$ cat src/rtl/sqvg_pkg.sv
// Shared types, codes and arithmetic helpers of the sprite quad vertex generator.
// No dependencies; every other file of the block imports this package.
package sqvg_pkg;

    localparam int unsigned VERTEX_CAPACITY_DEF = 4096;
    localparam int unsigned QUEUE_DEPTH_DEF     = 4;
    localparam int unsigned VERTS_PER_SPRITE    = 6;

    // Configuration register indexes
    localparam logic [1:0] CFG_TEX_PRESENT = 2'd0;
    localparam logic [1:0] CFG_RECIP_W     = 2'd1;
    localparam logic [1:0] CFG_RECIP_H     = 2'd2;

    // Request commands
    localparam logic CMD_SPRITE = 1'b0;
    localparam logic CMD_BEGIN  = 1'b1;

    // Flag bit positions
    localparam int unsigned FLAG_CENTERED = 0;
    localparam int unsigned FLAG_FLIP_H   = 1;
    localparam int unsigned FLAG_FLIP_V   = 2;
    localparam int unsigned FLAG_VISIBLE  = 3;

    // Quad corners
    localparam logic [1:0] CORNER_TL = 2'd0;
    localparam logic [1:0] CORNER_BL = 2'd1;
    localparam logic [1:0] CORNER_BR = 2'd2;
    localparam logic [1:0] CORNER_TR = 2'd3;

    localparam logic [31:0] COORD_MAX = 32'h7FFF_FFFF;
    localparam logic [31:0] COORD_MIN = 32'h8000_0000;

    typedef struct packed {
        logic        centered;
        logic        flip_h;
        logic        flip_v;
        logic [31:0] anchor_x;
        logic [31:0] anchor_y;
        logic [31:0] origin_x;
        logic [31:0] origin_y;
        logic [15:0] scale_x;
        logic [15:0] scale_y;
        logic [15:0] src_x;
        logic [15:0] src_y;
        logic [15:0] src_w;
        logic [15:0] src_h;
        logic [31:0] tint;
        logic [15:0] slot;
    } t_sprite;

    typedef struct packed {
        logic [23:0] recip_w;
        logic [23:0] recip_h;
    } t_tex_cfg;

    typedef struct packed {
        logic [31:0] vert_x;
        logic [31:0] vert_y;
        logic [15:0] tex_u;
        logic [15:0] tex_v;
        logic [31:0] vert_color;
        logic [15:0] vertex_slot;
        logic        last;
    } t_vertex;

    // Triangle-list order: TL, BL, BR, TR, BR, TL
    function automatic logic [1:0] corner_of(input logic [2:0] step);
        logic [1:0] c;
        case (step)
            3'd0:    c = CORNER_TL;
            3'd1:    c = CORNER_BL;
            3'd2:    c = CORNER_BR;
            3'd3:    c = CORNER_TR;
            3'd4:    c = CORNER_BR;
            default: c = CORNER_TL;
        endcase
        return c;
    endfunction

    // Texel edge times Q0.24 reciprocal, truncated to Q0.16, saturated at 0xFFFF
    function automatic logic [15:0] tex_coord(input logic [16:0] texel,
                                              input logic [23:0] recip);
        logic [40:0] prod;
        logic [32:0] t;
        prod = 41'(texel) * 41'(recip);
        t    = prod[40:8];
        return (|t[32:16]) ? 16'hFFFF : t[15:0];
    endfunction

    // Clamp a 35-bit two's complement value to the signed 32-bit range
    function automatic logic [31:0] sat_coord(input logic [34:0] v);
        logic [31:0] r;
        if ((v[34:31] == 4'b0000) || (v[34:31] == 4'b1111)) begin
            r = v[31:0];
        end else if (v[34]) begin
            r = COORD_MIN;
        end else begin
            r = COORD_MAX;
        end
        return r;
    endfunction

endpackage

$ cat src/rtl/sqvg_fifo.sv
// Short sprite queue between the front end and the vertex back end.
// Depends on sqvg_pkg for the entry type.
module sqvg_fifo #(
    parameter int unsigned DEPTH = sqvg_pkg::QUEUE_DEPTH_DEF
) (
    input  logic               i_clk,
    input  logic               i_rst_n,
    input  logic               i_wr_en,
    input  sqvg_pkg::t_sprite  i_wr_data,
    input  logic               i_rd_en,
    output sqvg_pkg::t_sprite  o_rd_data,
    output logic               o_full,
    output logic               o_empty
);
    import sqvg_pkg::*;

    localparam int unsigned PTR_W = (DEPTH > 1) ? $clog2(DEPTH) : 1;
    localparam int unsigned CNT_W = $clog2(DEPTH + 1);
    localparam logic [PTR_W-1:0] PTR_LAST = PTR_W'(DEPTH - 1);
    localparam logic [CNT_W-1:0] CNT_FULL = CNT_W'(DEPTH);

    t_sprite          r_mem [DEPTH];
    logic [PTR_W-1:0] r_wr_ptr;
    logic [PTR_W-1:0] r_rd_ptr;
    logic [CNT_W-1:0] r_count;
    logic             do_wr;
    logic             do_rd;

    assign o_full  = (r_count == CNT_FULL);
    assign o_empty = (r_count == '0);
    assign do_wr   = i_wr_en && !o_full;
    assign do_rd   = i_rd_en && !o_empty;

    always_ff @(posedge i_clk) begin
        if (do_wr) begin
            r_mem[r_wr_ptr] <= i_wr_data;
        end
    end

    always_ff @(posedge i_clk) begin
        if (!i_rst_n) begin
            r_wr_ptr <= '0;
            r_rd_ptr <= '0;
            r_count  <= '0;
        end else begin
            if (do_wr) begin
                r_wr_ptr <= (r_wr_ptr == PTR_LAST) ? '0 : r_wr_ptr + 1'b1;
            end
            if (do_rd) begin
                r_rd_ptr <= (r_rd_ptr == PTR_LAST) ? '0 : r_rd_ptr + 1'b1;
            end
            case ({do_wr, do_rd})
                2'b10:   r_count <= r_count + 1'b1;
                2'b01:   r_count <= r_count - 1'b1;
                default: ;
            endcase
        end
    end

    assign o_rd_data = r_mem[r_rd_ptr];

endmodule

$ cat config.mk
export PLATFORM = sky130hd
export DESIGN_NAME = sqvg_fifo
export DESIGN_NICKNAME = d
export VERILOG_FILES = /design/src/rtl/sqvg_pkg.sv /design/src/rtl/sqvg_fifo.sv
export SDC_FILE = /design/constraint.sdc
export NUM_CORES = 1
export LEC_CHECK = 0
export CAP_MARGIN = 20
export CORE_ASPECT_RATIO = 0.75
export CORE_MARGIN = 5
export CORE_UTILIZATION = 41
export CTS_BUF_LIST = sky130_fd_sc_hd__clkbuf_4 sky130_fd_sc_hd__clkbuf_8
export DETAILED_ROUTE_END_ITERATION = 12
export DONT_BUFFER_PORTS = 1
export HOLD_SLACK_MARGIN = 0.05
export SLEW_MARGIN = 5
export SYNTH_ARGS = -nofsm -noshare
export SYNTH_HDL_FRONTEND = slang
export SYNTH_SLANG_ARGS = --single-unit
$ cat constraint.sdc
create_clock -name i_clk -period 10 [get_ports i_clk]
set_clock_uncertainty 0.05 [all_clocks]
set_input_delay 1 -clock i_clk [delete_from_list [all_inputs] [get_ports i_clk]]
set_output_delay 1 -clock i_clk [all_outputs]
set_load 0.01 [all_outputs]
### Word level (Yosys, flattened, before mapping)

Memories as Yosys holds them, arrays and structs flattened. A register that Yosys moved wholly into a read port is not among the register bits.
Cells that the tools add are included.

* register bits after elaboration: 7
* RAM bits: 1100
* output and inout bits: 277
* logic and storage cells: 26
* memories: 1

* add/sub/neg operators: 4
* eq/ne operators: 5
* muxes and demuxes: 7
* reductions and logical operators: 6

Memory list
* r_mem: depth 4, bits a word 275, read ports 1, clocked after memory_dff 1, write ports 1, RTL line sqvg_fifo.sv:22 `t_sprite r_mem [DEPTH];`

Operators with widths (count)
* $mux W2: 4
* $eq A2 B2 Y1 const B: 3
* $pmux W3 S2: 1
* $add A2 B1 Y2 const B: 2
* $add A3 B1 Y3 const B: 1
* $eq A3 B3 Y1 const B: 1
* $logic_not A3 Y1: 1
* $sub A3 B1 Y3 const B: 1
* $eq A2 B1 Y1 const B: 1
* $logic_and A1 B1 Y1: 2
* $logic_not A1 Y1: 2
* $mux W1: 2
* $reduce_bool A2 Y1: 1

### Longest topological paths before layout

Gate-level depths: netlist (run 1).

* depth after elaboration: 5
* depth in mapped cells: 10
* mapped depth without buffers: 9

### Worst setup path before layout (run 1)

OpenSTA, ideal clock, no wires.

* path kind: input port to flip-flop
* from: input port i_wr_en
* to: memory r_mem[1][0] (netlist name) (enable)
* setup time: 0.671 ns
* data arrival time: 7.619 ns
* data required time: 9.279 ns
* slack: 1.659 ns
* stages: 3
* cell sequence: nor2b_1 clkbuf_1 and2_1

* cells in the longest elaborated chain, start to end: 3

RTL lines
* start: declaration: RTL line sqvg_fifo.sv:8 `input logic i_wr_en,`
* $logic_and A1 B1 Y1: RTL line sqvg_fifo.sv:31 `assign do_wr = i_wr_en && !o_full;`
* $mux W1: RTL line sqvg_fifo.sv:35 `if (do_wr) begin`
* $mux W1 (not written as such): RTL line sqvg_fifo.sv:36 `r_mem[r_wr_ptr] <= i_wr_data;`
* end: declaration: RTL line sqvg_fifo.sv:22

No other way between the ends.

==> results of run 1 <==
==> final cells by class <==
cell class	instances	area, µm²
fillers	7949	52600
clock inverters	61	429
clock buffers	223	2740
repair buffers	19	238
well taps	1313	1640
flip-flops and latches	1109	33200
multi-input cells	313	6480
inverters	7	26.3
diodes	2	5.00
==> cell usage after synthesis <==
| master | instances |
|---|---|
| nor3_1 | 1 |
| edfxtp_1 | 1100 |
| nand2_1 | 7 |
| a21boi_0 | 1 |
| buf_2 | 27 |
| buf_4 | 2 |
| nor3b_1 | 1 |
| buf_8 | 11 |
| o21ai_0 | 4 |
| inv_1 | 7 |
| o31ai_1 | 1 |
| mux2i_1 | 2 |
| nor2b_1 | 1 |
| mux4_2 | 275 |
| xnor2_1 | 1 |
| and2_1 | 6 |
| buf_12 | 1 |
| buf_6 | 17 |
| ha_1 | 6 |
| or3_1 | 1 |
| xor2_1 | 1 |
| clkbuf_1 | 6 |
| nand3_1 | 2 |
| dfxtp_1 | 9 |
| fa_1 | 1 |
| nor2_1 | 2 |
==> stage by stage <==
step	worst slack, ps	area, µm²	power, µW	hold WS [ps]
2_1_floorplan	1660	40300	7690	418
3_3_place_gp	5380	41600	8040	430
3_5_place_dp	5310	41600	8070	449
4_1_cts	4350	44700	11700	85.1
5_1_grt	4370	44800	11900	107
6_report	4880	44800	11400	212
==> logic make-up after synthesis <==
| kind of cell | count (synthesis) | share of synthesized area (%) |
|---|---|---|
| AOI/OAI and AO/OA | 6 | 0.0870 |
| xor gates and xnor gates | 2 | 0.0435 |
| adders and majority gates | 7 | 0.236 |
| buffers and inverters | 71 | 1.43 |
| DFF | 1109 | 82.5 |
| muxes | 277 | 15.4 |
| and+or+nand+nor | 21 | 0.264 |
==> flip-flops by register name (all words and copies together), names as in the netlist, named ones only <==
register and flops:
r_mem 1100, r_count 3, r_rd_ptr 2, r_wr_ptr 2
==> critical path: stages (launching register included) <==
cell and delay (ps):
dfxtp_4 930, buf_4 720, buf_4 560, buf_16 320, mux4_2 600
==> report_power, final <==
group,total [µW],leakage [µW],internal (µW),switching (µW)
clock network,3540,0.00169,1900,1640
registers,5810,0.0102,5630,172
logic,2100,0.00170,858,1240
==> routing by layer <==
layer  vias up  share of wire (%)
met2       772                 49
met5         -                  0
met4         0                1.6
met3       102                 12
li1       6738                  -
met1      8821                 37
==> worst max-delay path by stage <==
stage | startpoint | end | slack (ps) | cells past startpoint
after CTS | flop | o_rd_data[229] | 4350 | 3
after global placement | flop | o_rd_data[237] | 5380 | 3
after floorplan | i_wr_en | r_mem[1][0] | 1660 | 3
final | flop | o_rd_data[205] | 4880 | 4
after global routing | flop | o_rd_data[208] | 4370 | 4
after detailed placement | flop | o_rd_data[229] | 5310 | 3
==> reports/metrics.cfg, run 1 <==
[status]
run_status=finished, final reports clean

[cells_and_area]
nNetsFinal=1902
layout_commonest_cell=edfxtp_1
drive_above_1_share_pct=31.9
final_cell_mix=edfxtp_1, mux4_2, clkbuf_8, clkbuf_4, clkinv_1
layout-area-overhead-vs-synth_pct=11.2
finish.utilization_pct=46.0
stdcell_count=3047

[worst_setup_path]
r2r_end=r_mem[1][253]
cp-end-kind=output pin
ff2ff_path_depth=5
crit_type=flop to output pin
rrSetupSlack_ps=5980
start_kind=flop
required_ps=8950
cp_max_fo=41
r2r-start=r_count[0]
arrival_ps=4070

[timing]
max_slew_margin_pct=14.9
rsz0062_at_grt=no
setup-violations-final=0
fin_crit_ps=5120
slew_violations=0
worstMarginPinSlew_ps=1280
timing.final.crit_share_pct=51.2
finalSetupTns_ps=0
max_freq_mhz=195
hold_viol=0

[clocking]
cts_max_path_buffers=3
clock_latency_ps=830
cts_resized=0
clkTransAtPathRegs_ps=60
hold_buffers=0
post_cts_buffers=0
cts_tree=yes
cts_num_sinks=1109
h-tree-depth=4
numCtsBuffers=166
cts-root-buf=clkbuf_8

[synth]
syn_area_um2=40300
syn-mean-instance-area_um2=27.0
synth_cell_types=26
syn_nets=1779
synth_top_area_cell=edfxtp_1
synthTopCellsByArea=edfxtp_1, mux4_2, buf_6, dfxtp_1, buf_8
syn_inst=1493
yosys_warnings=0
yosysSeqAreaShare_pct=82.5
synth_top_area_share_pct=82.1
ys_seq_elements=1109

[power]
power.leakage_uw=0.0136
ir_drop_mv=0.164
powerDensity_nw_per_um2=256

[detailed_routing]
drt-total-wl_um=85200
post-route-drc-count=0
viasPerCell=5.39
drtPass1Iterations=5
antenna_left=0
wire_per_inst_um=28.0
vias=16433
drtIter0Drc=1409

[die]
start_util_pct=41.3
num_rows=99
core_um2=97400
fp.dieH_um=281
ios=556
die_w_um=372
die_area_um2=105000

[placement]
place_hpwl_um=53100
port_buffers=0
gp_congestion=0.918
dp_cells=2760

[global_route]
grt_pass1_wl_um=121000
grt_max_degree=149
grt.busiest_layer=met2
grt_pass1_vias=17067
use_met3_pct=8.25
use_met1_pct=19.7
antenna_found_initial=2
use_met2_pct=25.2
gr-total-overflow=0
grt_usage_pct=16.0

[hold_path]
holdCritPathClass=input port to flop
hold_start=i_wr_data[127]
hold_end=r_mem[3][127]
worstHoldPathCells=0

[run]
cap_violations=0

(Power assumes the default switching activity.)
==> run 2, diff against run 1 <==
==> constraint.sdc (replaced) <==
create_clock -name i_clk -period 4.9 [get_ports i_clk]
set_clock_uncertainty 0.05 [all_clocks]
set_input_delay 0.49 -clock i_clk [delete_from_list [all_inputs] [get_ports i_clk]]
set_output_delay 0.49 -clock i_clk [all_outputs]
set_load 0.01 [all_outputs]
==> reports/metrics.cfg, run 2 (synthesized netlist as in run 1, its figures left out) <==
[worst_setup_path]
arrival_ps=3000
required_ps=4360
cp-end-kind=output pin
start_kind=flop
cp_max_fo=52
crit_type=flop to output pin

[detailed_routing]
wire_per_inst_um=25.3
post-route-drc-count=0
antenna_left=0
vias=17538
drtIter0Drc=1210
viasPerCell=5.17
drtPass1Iterations=5
drt-total-wl_um=85700

[cells_and_area]
layout_commonest_cell=edfxtp_1
drive_above_1_share_pct=28.5
largest_register=r_mem
largest_reg_flops=1100
nNetsFinal=2217
final_cell_mix=edfxtp_1, dlygate4sd3_1, mux4_2, clkbuf_8
n_fill_cell=7701
layout-area-overhead-vs-synth_pct=19.4
multiInputGateArea_um2=6480
stdcell_count=3389
largestRegisters=r_mem: 1100 flops, r_count: 3 flops
register_area_um2=33200

[global_route]
grt_max_degree=89
grt_pass1_wl_um=124000
gr-total-overflow=0
antenna_found_initial=14
grt_usage_pct=16.1
grt_pass1_vias=18722

[die]
die_w_um=372
fp.dieH_um=281
core_um2=97400
die_area_um2=105000
start_util_pct=41.3
num_rows=99
ios=556

[clocking]
cts-root-buf=clkbuf_8
clkTransAtPathRegs_ps=60
numCtsBuffers=166
cts_tree=yes
cts_num_sinks=1109
clock_latency_ps=830
cts_max_path_buffers=3
post_cts_buffers=0
h-tree-depth=4
cts_resized=0
hold_buffers=278

[power]
powerDensity_nw_per_um2=497
ir_drop_mv=0.340
power.leakage_uw=0.0149

[timing]
max_freq_mhz=283
fin_crit_ps=3540
worstMarginPinSlew_ps=1020
slew_violations=0
setup-violations-final=0
rsz0062_at_grt=no
hold_viol=0
finalSetupTns_ps=0
max_slew_margin_pct=31.8
timing.final.crit_share_pct=72.2

[placement]
dp_cells=2798
place_hpwl_um=53700
port_buffers=0
gp_congestion=0.769

[status]
run_status=finished, final reports clean

[run]
cap_violations=0

[hold_path]
holdCritPathClass=input port to flop

-- run 2: power breakdown --
part	internal (µW)	total (µW)	switching (µW)	leakage (µW)
registers	11500	11800	311	0.0102
logic	2020	4830	2810	0.00309
clock network	3800	7290	3490	0.00168
total	17300	23900	6610	0.0149
-- run 2: layout make-up --
| type | count | area share (%) |
|---|---|---|
| antenna | 14 | 0.0729 |
| clock buffer | 215 | 5.53 |
| sequential | 1109 | 69.1 |
| clock inverter | 84 | 1.17 |
| inverter | 7 | 0.0547 |
| tap | 1313 | 3.42 |
| timing repair buffer | 334 | 7.18 |
| multi-input combinational | 313 | 13.5 |
-- run 2: final timing paths --
kind | cells past startpoint | slack, ps | endpoint | from
worst max-delay path | 2 | 1360 | o_rd_data[229] | flop
worst min register to register | 2 | 460 | r_wr_ptr[1] | r_wr_ptr[1]
worst min-delay path | 1 | 310 | r_mem[1][108] | i_wr_data[108]
worst max register to register | 4 | 1910 | r_mem[2][110] | r_count[0]
-- run 2: routing by layer --
metal | GRT usage [%] | part of all wire (%) | routed length (µm)
met3 | 5.98 | 8.6 | 7330
met2 | 26.3 | 50 | 43100
met5 | 0 | 0.015 | 13
met4 | 4.79 | 2.1 | 1760
met1 | 20.4 | 39 | 33500
-- run 2: worst max-delay path, stage by stage, from the launching register on --
cell and delay (ps):
dfxtp_4 980, buf_12 460, mux4_2 650
-- run 2: stage by stage --
stage | hold slack, ps | power (µW) | instance area [µm²] | util (%) | setup WS [ps]
after floorplan | 418 | 15500 | 40300 | - | 162
after global placement | 429 | 16600 | 42000 | 43.2 | 1990
after detailed placement | 450 | 16700 | 42000 | 43.2 | 1870
after CTS | 186 | 24300 | 48000 | 49.3 | 1150
after global routing | 216 | 25000 | 48100 | 49.4 | 1040
final | 313 | 23900 | 48100 | 49.4 | 1360
