$ cat src/rtl/sqvg_pkg.sv
// Shared types, codes and arithmetic helpers of the sprite quad vertex generator.
// No dependencies; every other file of the block imports this package.
package sqvg_pkg;

    localparam int unsigned VERTEX_CAPACITY_DEF = 4096;
    localparam int unsigned QUEUE_DEPTH_DEF     = 4;
    localparam int unsigned VERTS_PER_SPRITE    = 6;

    // Configuration register indexes
    localparam logic [1:0] CFG_TEX_PRESENT = 2'd0;
    localparam logic [1:0] CFG_RECIP_W     = 2'd1;
    localparam logic [1:0] CFG_RECIP_H     = 2'd2;

    // Request commands
    localparam logic CMD_SPRITE = 1'b0;
    localparam logic CMD_BEGIN  = 1'b1;

    // Flag bit positions
    localparam int unsigned FLAG_CENTERED = 0;
    localparam int unsigned FLAG_FLIP_H   = 1;
    localparam int unsigned FLAG_FLIP_V   = 2;
    localparam int unsigned FLAG_VISIBLE  = 3;

    // Quad corners
    localparam logic [1:0] CORNER_TL = 2'd0;
    localparam logic [1:0] CORNER_BL = 2'd1;
    localparam logic [1:0] CORNER_BR = 2'd2;
    localparam logic [1:0] CORNER_TR = 2'd3;

    localparam logic [31:0] COORD_MAX = 32'h7FFF_FFFF;
    localparam logic [31:0] COORD_MIN = 32'h8000_0000;

    typedef struct packed {
        logic        centered;
        logic        flip_h;
        logic        flip_v;
        logic [31:0] anchor_x;
        logic [31:0] anchor_y;
        logic [31:0] origin_x;
        logic [31:0] origin_y;
        logic [15:0] scale_x;
        logic [15:0] scale_y;
        logic [15:0] src_x;
        logic [15:0] src_y;
        logic [15:0] src_w;
        logic [15:0] src_h;
        logic [31:0] tint;
        logic [15:0] slot;
    } t_sprite;

    typedef struct packed {
        logic [23:0] recip_w;
        logic [23:0] recip_h;
    } t_tex_cfg;

    typedef struct packed {
        logic [31:0] vert_x;
        logic [31:0] vert_y;
        logic [15:0] tex_u;
        logic [15:0] tex_v;
        logic [31:0] vert_color;
        logic [15:0] vertex_slot;
        logic        last;
    } t_vertex;

    // Triangle-list order: TL, BL, BR, TR, BR, TL
    function automatic logic [1:0] corner_of(input logic [2:0] step);
        logic [1:0] c;
        case (step)
            3'd0:    c = CORNER_TL;
            3'd1:    c = CORNER_BL;
            3'd2:    c = CORNER_BR;
            3'd3:    c = CORNER_TR;
            3'd4:    c = CORNER_BR;
            default: c = CORNER_TL;
        endcase
        return c;
    endfunction

    // Texel edge times Q0.24 reciprocal, truncated to Q0.16, saturated at 0xFFFF
    function automatic logic [15:0] tex_coord(input logic [16:0] texel,
                                              input logic [23:0] recip);
        logic [40:0] prod;
        logic [32:0] t;
        prod = 41'(texel) * 41'(recip);
        t    = prod[40:8];
        return (|t[32:16]) ? 16'hFFFF : t[15:0];
    endfunction

    // Clamp a 35-bit two's complement value to the signed 32-bit range
    function automatic logic [31:0] sat_coord(input logic [34:0] v);
        logic [31:0] r;
        if ((v[34:31] == 4'b0000) || (v[34:31] == 4'b1111)) begin
            r = v[31:0];
        end else if (v[34]) begin
            r = COORD_MIN;
        end else begin
            r = COORD_MAX;
        end
        return r;
    endfunction

endpackage

$ cat src/rtl/sqvg_front.sv
// Front end: configuration registers, request classification and the vertex slot counter.
// Depends on sqvg_pkg; feeds sprite entries into sqvg_fifo.
module sqvg_front #(
    parameter int unsigned VERTEX_CAPACITY = sqvg_pkg::VERTEX_CAPACITY_DEF
) (
    input  logic                i_clk,
    input  logic                i_rst_n,
    input  logic                i_cfg_wr_en,
    input  logic [1:0]          i_cfg_index,
    input  logic [23:0]         i_cfg_wdata,
    input  logic                i_accept,
    input  logic                i_cmd,
    input  logic [3:0]          i_flags,
    input  logic [31:0]         i_anchor_x,
    input  logic [31:0]         i_anchor_y,
    input  logic [31:0]         i_origin_x,
    input  logic [31:0]         i_origin_y,
    input  logic [31:0]         i_scale_xy,
    input  logic [15:0]         i_src_x,
    input  logic [15:0]         i_src_y,
    input  logic [15:0]         i_src_w,
    input  logic [15:0]         i_src_h,
    input  logic [31:0]         i_tint,
    output logic                o_wr_en,
    output sqvg_pkg::t_sprite   o_sprite,
    output sqvg_pkg::t_tex_cfg  o_tex_cfg
);
    import sqvg_pkg::*;

    localparam logic [15:0] SLOT_LIMIT = 16'(VERTEX_CAPACITY - VERTS_PER_SPRITE);

    logic        r_tex_present;
    logic [23:0] r_recip_w;
    logic [23:0] r_recip_h;
    logic [15:0] r_counter;
    logic [15:0] n_counter;
    logic [16:0] adv_sum;
    logic        is_sprite;
    logic        batch_ok;

    always_ff @(posedge i_clk) begin
        if (!i_rst_n) begin
            r_tex_present <= 1'b0;
            r_recip_w     <= 24'd262144;
            r_recip_h     <= 24'd262144;
        end else if (i_cfg_wr_en) begin
            case (i_cfg_index)
                CFG_TEX_PRESENT: r_tex_present <= i_cfg_wdata[0];
                CFG_RECIP_W:     r_recip_w     <= i_cfg_wdata;
                CFG_RECIP_H:     r_recip_h     <= i_cfg_wdata;
                default:         ;
            endcase
        end
    end

    assign adv_sum   = {1'b0, r_counter} + 17'(VERTS_PER_SPRITE);
    assign is_sprite = (i_cmd == CMD_SPRITE) && i_flags[FLAG_VISIBLE];
    assign batch_ok  = r_tex_present && (r_counter <= SLOT_LIMIT);

    always_comb begin
        n_counter = r_counter;
        if (i_accept) begin
            if (i_cmd == CMD_BEGIN) begin
                n_counter = '0;
            end else if (is_sprite) begin
                n_counter = adv_sum[16] ? 16'hFFFF : adv_sum[15:0];
            end
        end
    end

    always_ff @(posedge i_clk) begin
        if (!i_rst_n) begin
            r_counter <= '0;
        end else begin
            r_counter <= n_counter;
        end
    end

    assign o_wr_en = i_accept && is_sprite && batch_ok;

    assign o_sprite.centered = i_flags[FLAG_CENTERED];
    assign o_sprite.flip_h   = i_flags[FLAG_FLIP_H];
    assign o_sprite.flip_v   = i_flags[FLAG_FLIP_V];
    assign o_sprite.anchor_x = i_anchor_x;
    assign o_sprite.anchor_y = i_anchor_y;
    assign o_sprite.origin_x = i_origin_x;
    assign o_sprite.origin_y = i_origin_y;
    assign o_sprite.scale_x  = i_scale_xy[31:16];
    assign o_sprite.scale_y  = i_scale_xy[15:0];
    assign o_sprite.src_x    = i_src_x;
    assign o_sprite.src_y    = i_src_y;
    assign o_sprite.src_w    = i_src_w;
    assign o_sprite.src_h    = i_src_h;
    assign o_sprite.tint     = i_tint;
    assign o_sprite.slot     = r_counter;

    assign o_tex_cfg.recip_w = r_recip_w;
    assign o_tex_cfg.recip_h = r_recip_h;

endmodule

$ cat config.mk
export PLATFORM = sky130hd
export DESIGN_NAME = sqvg_front
export DESIGN_NICKNAME = d
export VERILOG_FILES = /design/src/rtl/sqvg_pkg.sv /design/src/rtl/sqvg_front.sv
export SDC_FILE = /design/constraint.sdc
export NUM_CORES = 1
export LEC_CHECK = 0
export BUFFER_PORTS_ARGS = -buffer_cell sky130_fd_sc_hd__buf_2
export CORE_AREA = 2 2 240 242
export DETAILED_ROUTE_END_ITERATION = 6
export DIE_AREA = 0 0 242 244
export HOLD_SLACK_MARGIN = 0.08
export SETUP_SLACK_MARGIN = 0.4
export SLEW_MARGIN = 20
export SYNTH_ARGS = -nofsm -noshare
export SYNTH_HDL_FRONTEND = slang
export SYNTH_SLANG_ARGS = --single-unit
$ cat constraint.sdc
create_clock -name i_clk -period 3.4 [get_ports i_clk]
set_clock_uncertainty 0.15 [all_clocks]
set_input_delay 0.34 -clock i_clk [delete_from_list [all_inputs] [get_ports i_clk]]
set_output_delay 0.34 -clock i_clk [all_outputs]
set_load 0.05 [all_outputs]
# After elaboration in Yosys (flattened, before gate mapping)
# Index checks and enable logic that the tools add are counted.
dict set report totals {
  regBits 65
  inputBits 291
  out_inout_bits 324
  word_cells 22
}
dict set report op_classes {
  n_addsub 1
  magnitude_cmp 1
  eq_ne 2
  muxes 3
  bitwise_logic 1
  reduce_logical 10
}
# op n
set ops {}
lappend ops {{16-bit 2-to-1 mux} 3}
lappend ops {{16-bit by 3-bit adder with 17-bit output, second input constant} 1}
lappend ops {{16-bit by 12-bit less-or-equal comparator with 1-bit output, second input constant} 1}
lappend ops {{2-bit AND reduction} 4}
lappend ops {{1-bit logical AND} 4}
lappend ops {{2-bit by 1-bit == test with 1-bit output, second input constant} 1}
lappend ops {{2-bit == test, second input constant} 1}
lappend ops {{2-bit logical NOT} 1}
lappend ops {{2-bit nonzero test} 1}
lappend ops {{1-bit inverter} 1}

# Longest topological paths before layout
dict set report logic_depth {
  word_depth 4
  ltp_mapped 7
}

# Least setup slack after synthesis
# OpenSTA, ideal clock, no wires.
dict set report synth_path {
  path_kind {register to output}
  start {reg r_counter[4]}
  end {out o_wr_en}
  arrival_time_ps 1813
  path_slack_ps 1097
  path_stages_with_launch 5
  path_cell_list {dfxtp_1 -> o2111ai_2 -> nor2_1 -> o211ai_1 -> and4_1}
}
dict set report synth_between {
  elab_chain_len 3
}
# element line_no
set synth_lines {}
lappend synth_lines {{from (decl)} sqvg_front.sv:35} ;# logic [15:0] r_counter;
lappend synth_lines {{from (signal assigned)} sqvg_front.sv:75} ;# r_counter <= n_counter;
lappend synth_lines {{16-bit by 12-bit less-or-equal comparator with 1-bit output} sqvg_front.sv:58} ;# assign batch_ok = r_tex_present && (r_counter <= SLOT_LIMIT);
lappend synth_lines {{1-bit logical AND} sqvg_front.sv:58}
lappend synth_lines {{1-bit logical AND} sqvg_front.sv:79} ;# assign o_wr_en = i_accept && is_sprite && batch_ok;
lappend synth_lines {{to (decl)} sqvg_front.sv:24} ;# output logic o_wr_en,
# Every way passes these cells.

# Final worst setup path
dict set report layout_path {
  start {reg r_counter[6]}
  end {out o_wr_en}
}
# Same word-level chain as after synthesis.

==> results.txt <==
The final cell count without fillers is 1,212. The run finished with clean final reports. The signal on the critical path passes through nand4_1 > nor2_1 > o211ai_1 > and4_1 > buf_2.

The measured slew at the worst slew-check pin came out at 0.707 ns. The count of max-cap constraint violations is 0. The share of flip-flops with an asynchronous set or reset after synthesis came out at 0%.

Post-CTS timing repair inserted 0 buffers for setup. The arithmetic-cell share of the synthesized area counting full adders, half adders and majority gates is 0.272%. The number of placed instances with taps included came out at 1,172. Of all nets on the critical path, the largest fanout is 11. Before antenna repair, the detailed router went through 5 iterations. The sequential share of the synthesized area is 28.3%. Entering global routing, the biggest net connects 52 pins. After detailed routing, the average wire length per cell comes to 14.1 um.

The endpoint class of the critical path is an output port. The global-route wire length before repair is 23,600 um. The HPWL after detailed placement came out at 12,900 um. The type of origin of the critical path is a register.

Setup repair after global routing left no endpoint under its margin. The via count of the first global-routing pass is 3,416. The number of buffers on the longest clock path came out at 2. Setup violations remaining at the end of the flow were counted as 0. The count of fill cells added during filler insertion came out at 6,640.

Yosys attributes the largest share of cell area to sky130_fd_sc_hd__buf_4, sky130_fd_sc_hd__dfxtp_1, sky130_fd_sc_hd__nand2_1, sky130_fd_sc_hd__a21oi_1, sky130_fd_sc_hd__clkbuf_1. The number of failing hold endpoints at the final stage is 0. The die extent in y is 244 um.

The synthesized design devotes to its leading area cell type 42.5% of total area. The synthesized netlist devotes 11.3% of its cell area to compound gates. The total area inside the core boundary comes to 0.0562 mm^2. The total power density per cell area came out at 423 mW/mm^2.

For this design the static power due to leakage is 1.59 nW. The total global routing track utilization is 5.72%. The number of placement rows came out at 87.

The multi-input combinational cell area came out at 0.00123 mm^2. The horizontal die dimension came out at 242 um. The standard cell with the maximum stage delay on the critical path is sky130_fd_sc_hd__dfxtp_1.

The effective utilization at floorplan is 8.18%. The worst setup slack after layout came out at 0.775 ns. The synthesized design contains 0 enable-type register cells. The worst-skew pair later-pin latency is 0.36 ns. The maximum vdd ir drop is 224 uV.

The portion of the clock cycle consumed by the worst path in the final layout is 77.2%. After synthesis, the mean cell area works out to 7.76 um^2. The worst slew margin relative to its limit is 52.9%. The tree built by TritonCTS fans out to 65 sinks. The fraction of synthesized cell area in xor and xnor cells came out at 0%. The maximum clock frequency came out at 0.381 GHz. The final net count is 742. The most frequently used cell type in the post-synthesis netlist is sky130_fd_sc_hd__buf_4. TritonCTS built the clock tree. The number of nets in the synthesized netlist is 884. In this run the worst hold path is classified as primary input to register. The number of buffers added on ports came out at 96. The via count of the routed design is 3,343.

The area growth from synthesis to layout came out at -1.39%. The number of antenna violations at the first check in global routing came out at 0. The mapped cell area is 0.00460 mm^2. For the final routed database, the setup TNS stands at 0 ns.

The number of buffers inserted during clock tree synthesis is 9. The instance count of the mapped netlist came out at 592. The number of distinct library cell variants in the gate-level netlist after synthesis came out at 44. The placer's final routability congestion estimate came out at 0.805.

Among all flip-flop cells after synthesis, the most frequent one is sky130_fd_sc_hd__dfxtp_1. The worst setup slack before clock tree synthesis is 1.13 ns. The synthesized netlist devotes 15.0% of its cell area to simple gates. The number of pins with negative max-slew slack in the final report came out at 0. In this run the number of H-tree levels came out at 3.

The full die area came out at 0.0590 mm^2. After clock tree synthesis, the clock-pin slew on the worst setup and hold paths is 0.06 ns. The minimum clock period after layout came out at 2.62 ns. The worst setup path is of the register to output port kind. The count of nets left with antenna violations once routing finished came out at 0. The overall routed net length came out at 17,100 um. The number of remaining DRC errors is 0.

The root buffer cell is sky130_fd_sc_hd__clkbuf_16. The layout cell share with drive strength beyond 1 came out at 27.0%. The mux cell area share after synthesis is 0.218%. The required time of the critical path came out at 2.91 ns.

The data arrival at the endpoint of the critical path came out at 2.13 ns. The number of violations reported at the end of detailed-routing iteration 0 is 163. The biggest area contributor in the post-synthesis netlist is sky130_fd_sc_hd__buf_4.

The sum of overflow across all layers after global routing came out at 0. The average vias per placed instance is 2.76. Ranked by instance count, the synthesized netlist is headed by sky130_fd_sc_hd__buf_4, sky130_fd_sc_hd__nand2_1, sky130_fd_sc_hd__dfxtp_1. The number of register bits inferred by synthesis is 65. The number of top-level design ports is 615. Across the whole layout, storage elements account for 0.00130 mm^2. The combinational family with the most area after synthesis is buffers and inverters.

The warning count from the yosys run is 0. In this design, the stage delay of the slowest critical-path cell is 0.49 ns.
## metrics by stage
stage	utilization, %	hold slack [ns]	area (um^2)	power, mW
CTS	8.06	0.124	4530	1.99
floorplan	-	0.302	4600	1.76
global route	8.06	0.138	4530	2.03
finish	8.07	0.150	4530	1.92
global placement	7.17	0.289	4030	1.02
detailed placement	7.17	0.295	4030	1.02
## sequential cells by signal, summed over array words and instances, names as in the netlist
signal / cells
r_counter: 16
r_tex_present: 1
r_recip_h: 24
r_recip_w: 24
## layout make-up
cell class	instances	area share (%)
Antenna cell	1	0.0552
Clock buffer	10	5.05
Sequential cell	65	28.7
Inverter	6	0.497
Multi-Input combinational cell	243	27.2
Tap cell	756	20.9
Clock inverter	6	0.939
Timing Repair Buffer	125	16.7
## metal layers
layer | GRT usage (%) | part of all wire (%) | vias to the layer above
met5 | 0 | 0 | -
met4 | 6.84 | 10 | 0
met3 | 3.98 | 15 | 148
met2 | 8.37 | 44 | 352
met1 | 4.75 | 30 | 1454
li1 | - | - | 1389
## what timing repair did
action,4_1_cts,5_1_grt
hold buffers,23,0
endpoints found under the hold margin,43,0
gates resized for setup,0,0
## placed cells by master (no fill, tap or decap), types with 2 or more instances in the layout
master and n:
sky130_fd_sc_hd__nand2_1 110, sky130_fd_sc_hd__buf_2 96, sky130_fd_sc_hd__dfxtp_1 65, sky130_fd_sc_hd__a21oi_1 55, sky130_fd_sc_hd__dlygate4sd3_1 23, sky130_fd_sc_hd__nor2_1 9, sky130_fd_sc_hd__clkbuf_16 9, sky130_fd_sc_hd__o21ai_0 8
sky130_fd_sc_hd__nand3_1 6, sky130_fd_sc_hd__a31oi_1 6, sky130_fd_sc_hd__buf_4 6, sky130_fd_sc_hd__inv_1 5, sky130_fd_sc_hd__o211ai_1 4, sky130_fd_sc_hd__nand3b_1 4, sky130_fd_sc_hd__nand4_1 3, sky130_fd_sc_hd__and2_1 3
sky130_fd_sc_hd__and3b_1 3, sky130_fd_sc_hd__and4_1 2, sky130_fd_sc_hd__and3_1 2, sky130_fd_sc_hd__nor3_1 2, sky130_fd_sc_hd__a311oi_1 2, sky130_fd_sc_hd__a41oi_1 2, sky130_fd_sc_hd__o311ai_0 2, sky130_fd_sc_hd__nor3b_1 2
sky130_fd_sc_hd__clkinvlp_4 2, sky130_fd_sc_hd__clkinv_2 2
## kinds of logic (layout without fill, tap and decap cells)
logic type | count (synthesis) | in the layout
compound gates | 88 | 88
flops | 65 | 65
buf+inv | 284 | 147
other cells | 0 | 1
mux | 1 | 1
simple gates | 153 | 153
fa+ha+maj | 1 | 1
## where the power goes
group          switching [mW]  internal, mW
clock network           0.398         0.494
registers              0.0129         0.782
logic                   0.160        0.0677
total                   0.571          1.34
## critical path, delay by kind of cell, from the launching register on
kind,cells,cell delay [ns]
DFF,1,0.49
AOI/OAI and AO/OA,1,0.17
and+or+nand+nor,3,0.88
buffers and inverters,1,0.23
## worst paths after layout
| check | end | cells past startpoint | startpoint | slack, ns |
|---|---|---|---|---|
| max | o_wr_en | 5 | r_counter[6]$_SDFFE_PN0P_ | 0.78 |
| min reg2reg | r_recip_h[21]$_SDFFE_PN0P_ | 2 | r_recip_h[21]$_SDFFE_PN0P_ | 0.30 |
| max reg2reg | r_counter[13]$_SDFFE_PN0P_ | 6 | r_counter[1]$_SDFFE_PN0P_ | 1.40 |
| min | r_recip_w[17]$_SDFFE_PN0P_ | 3 | i_cfg_wdata[17] | 0.15 |
No activity file was read; power rests on OpenSTA's default activity.
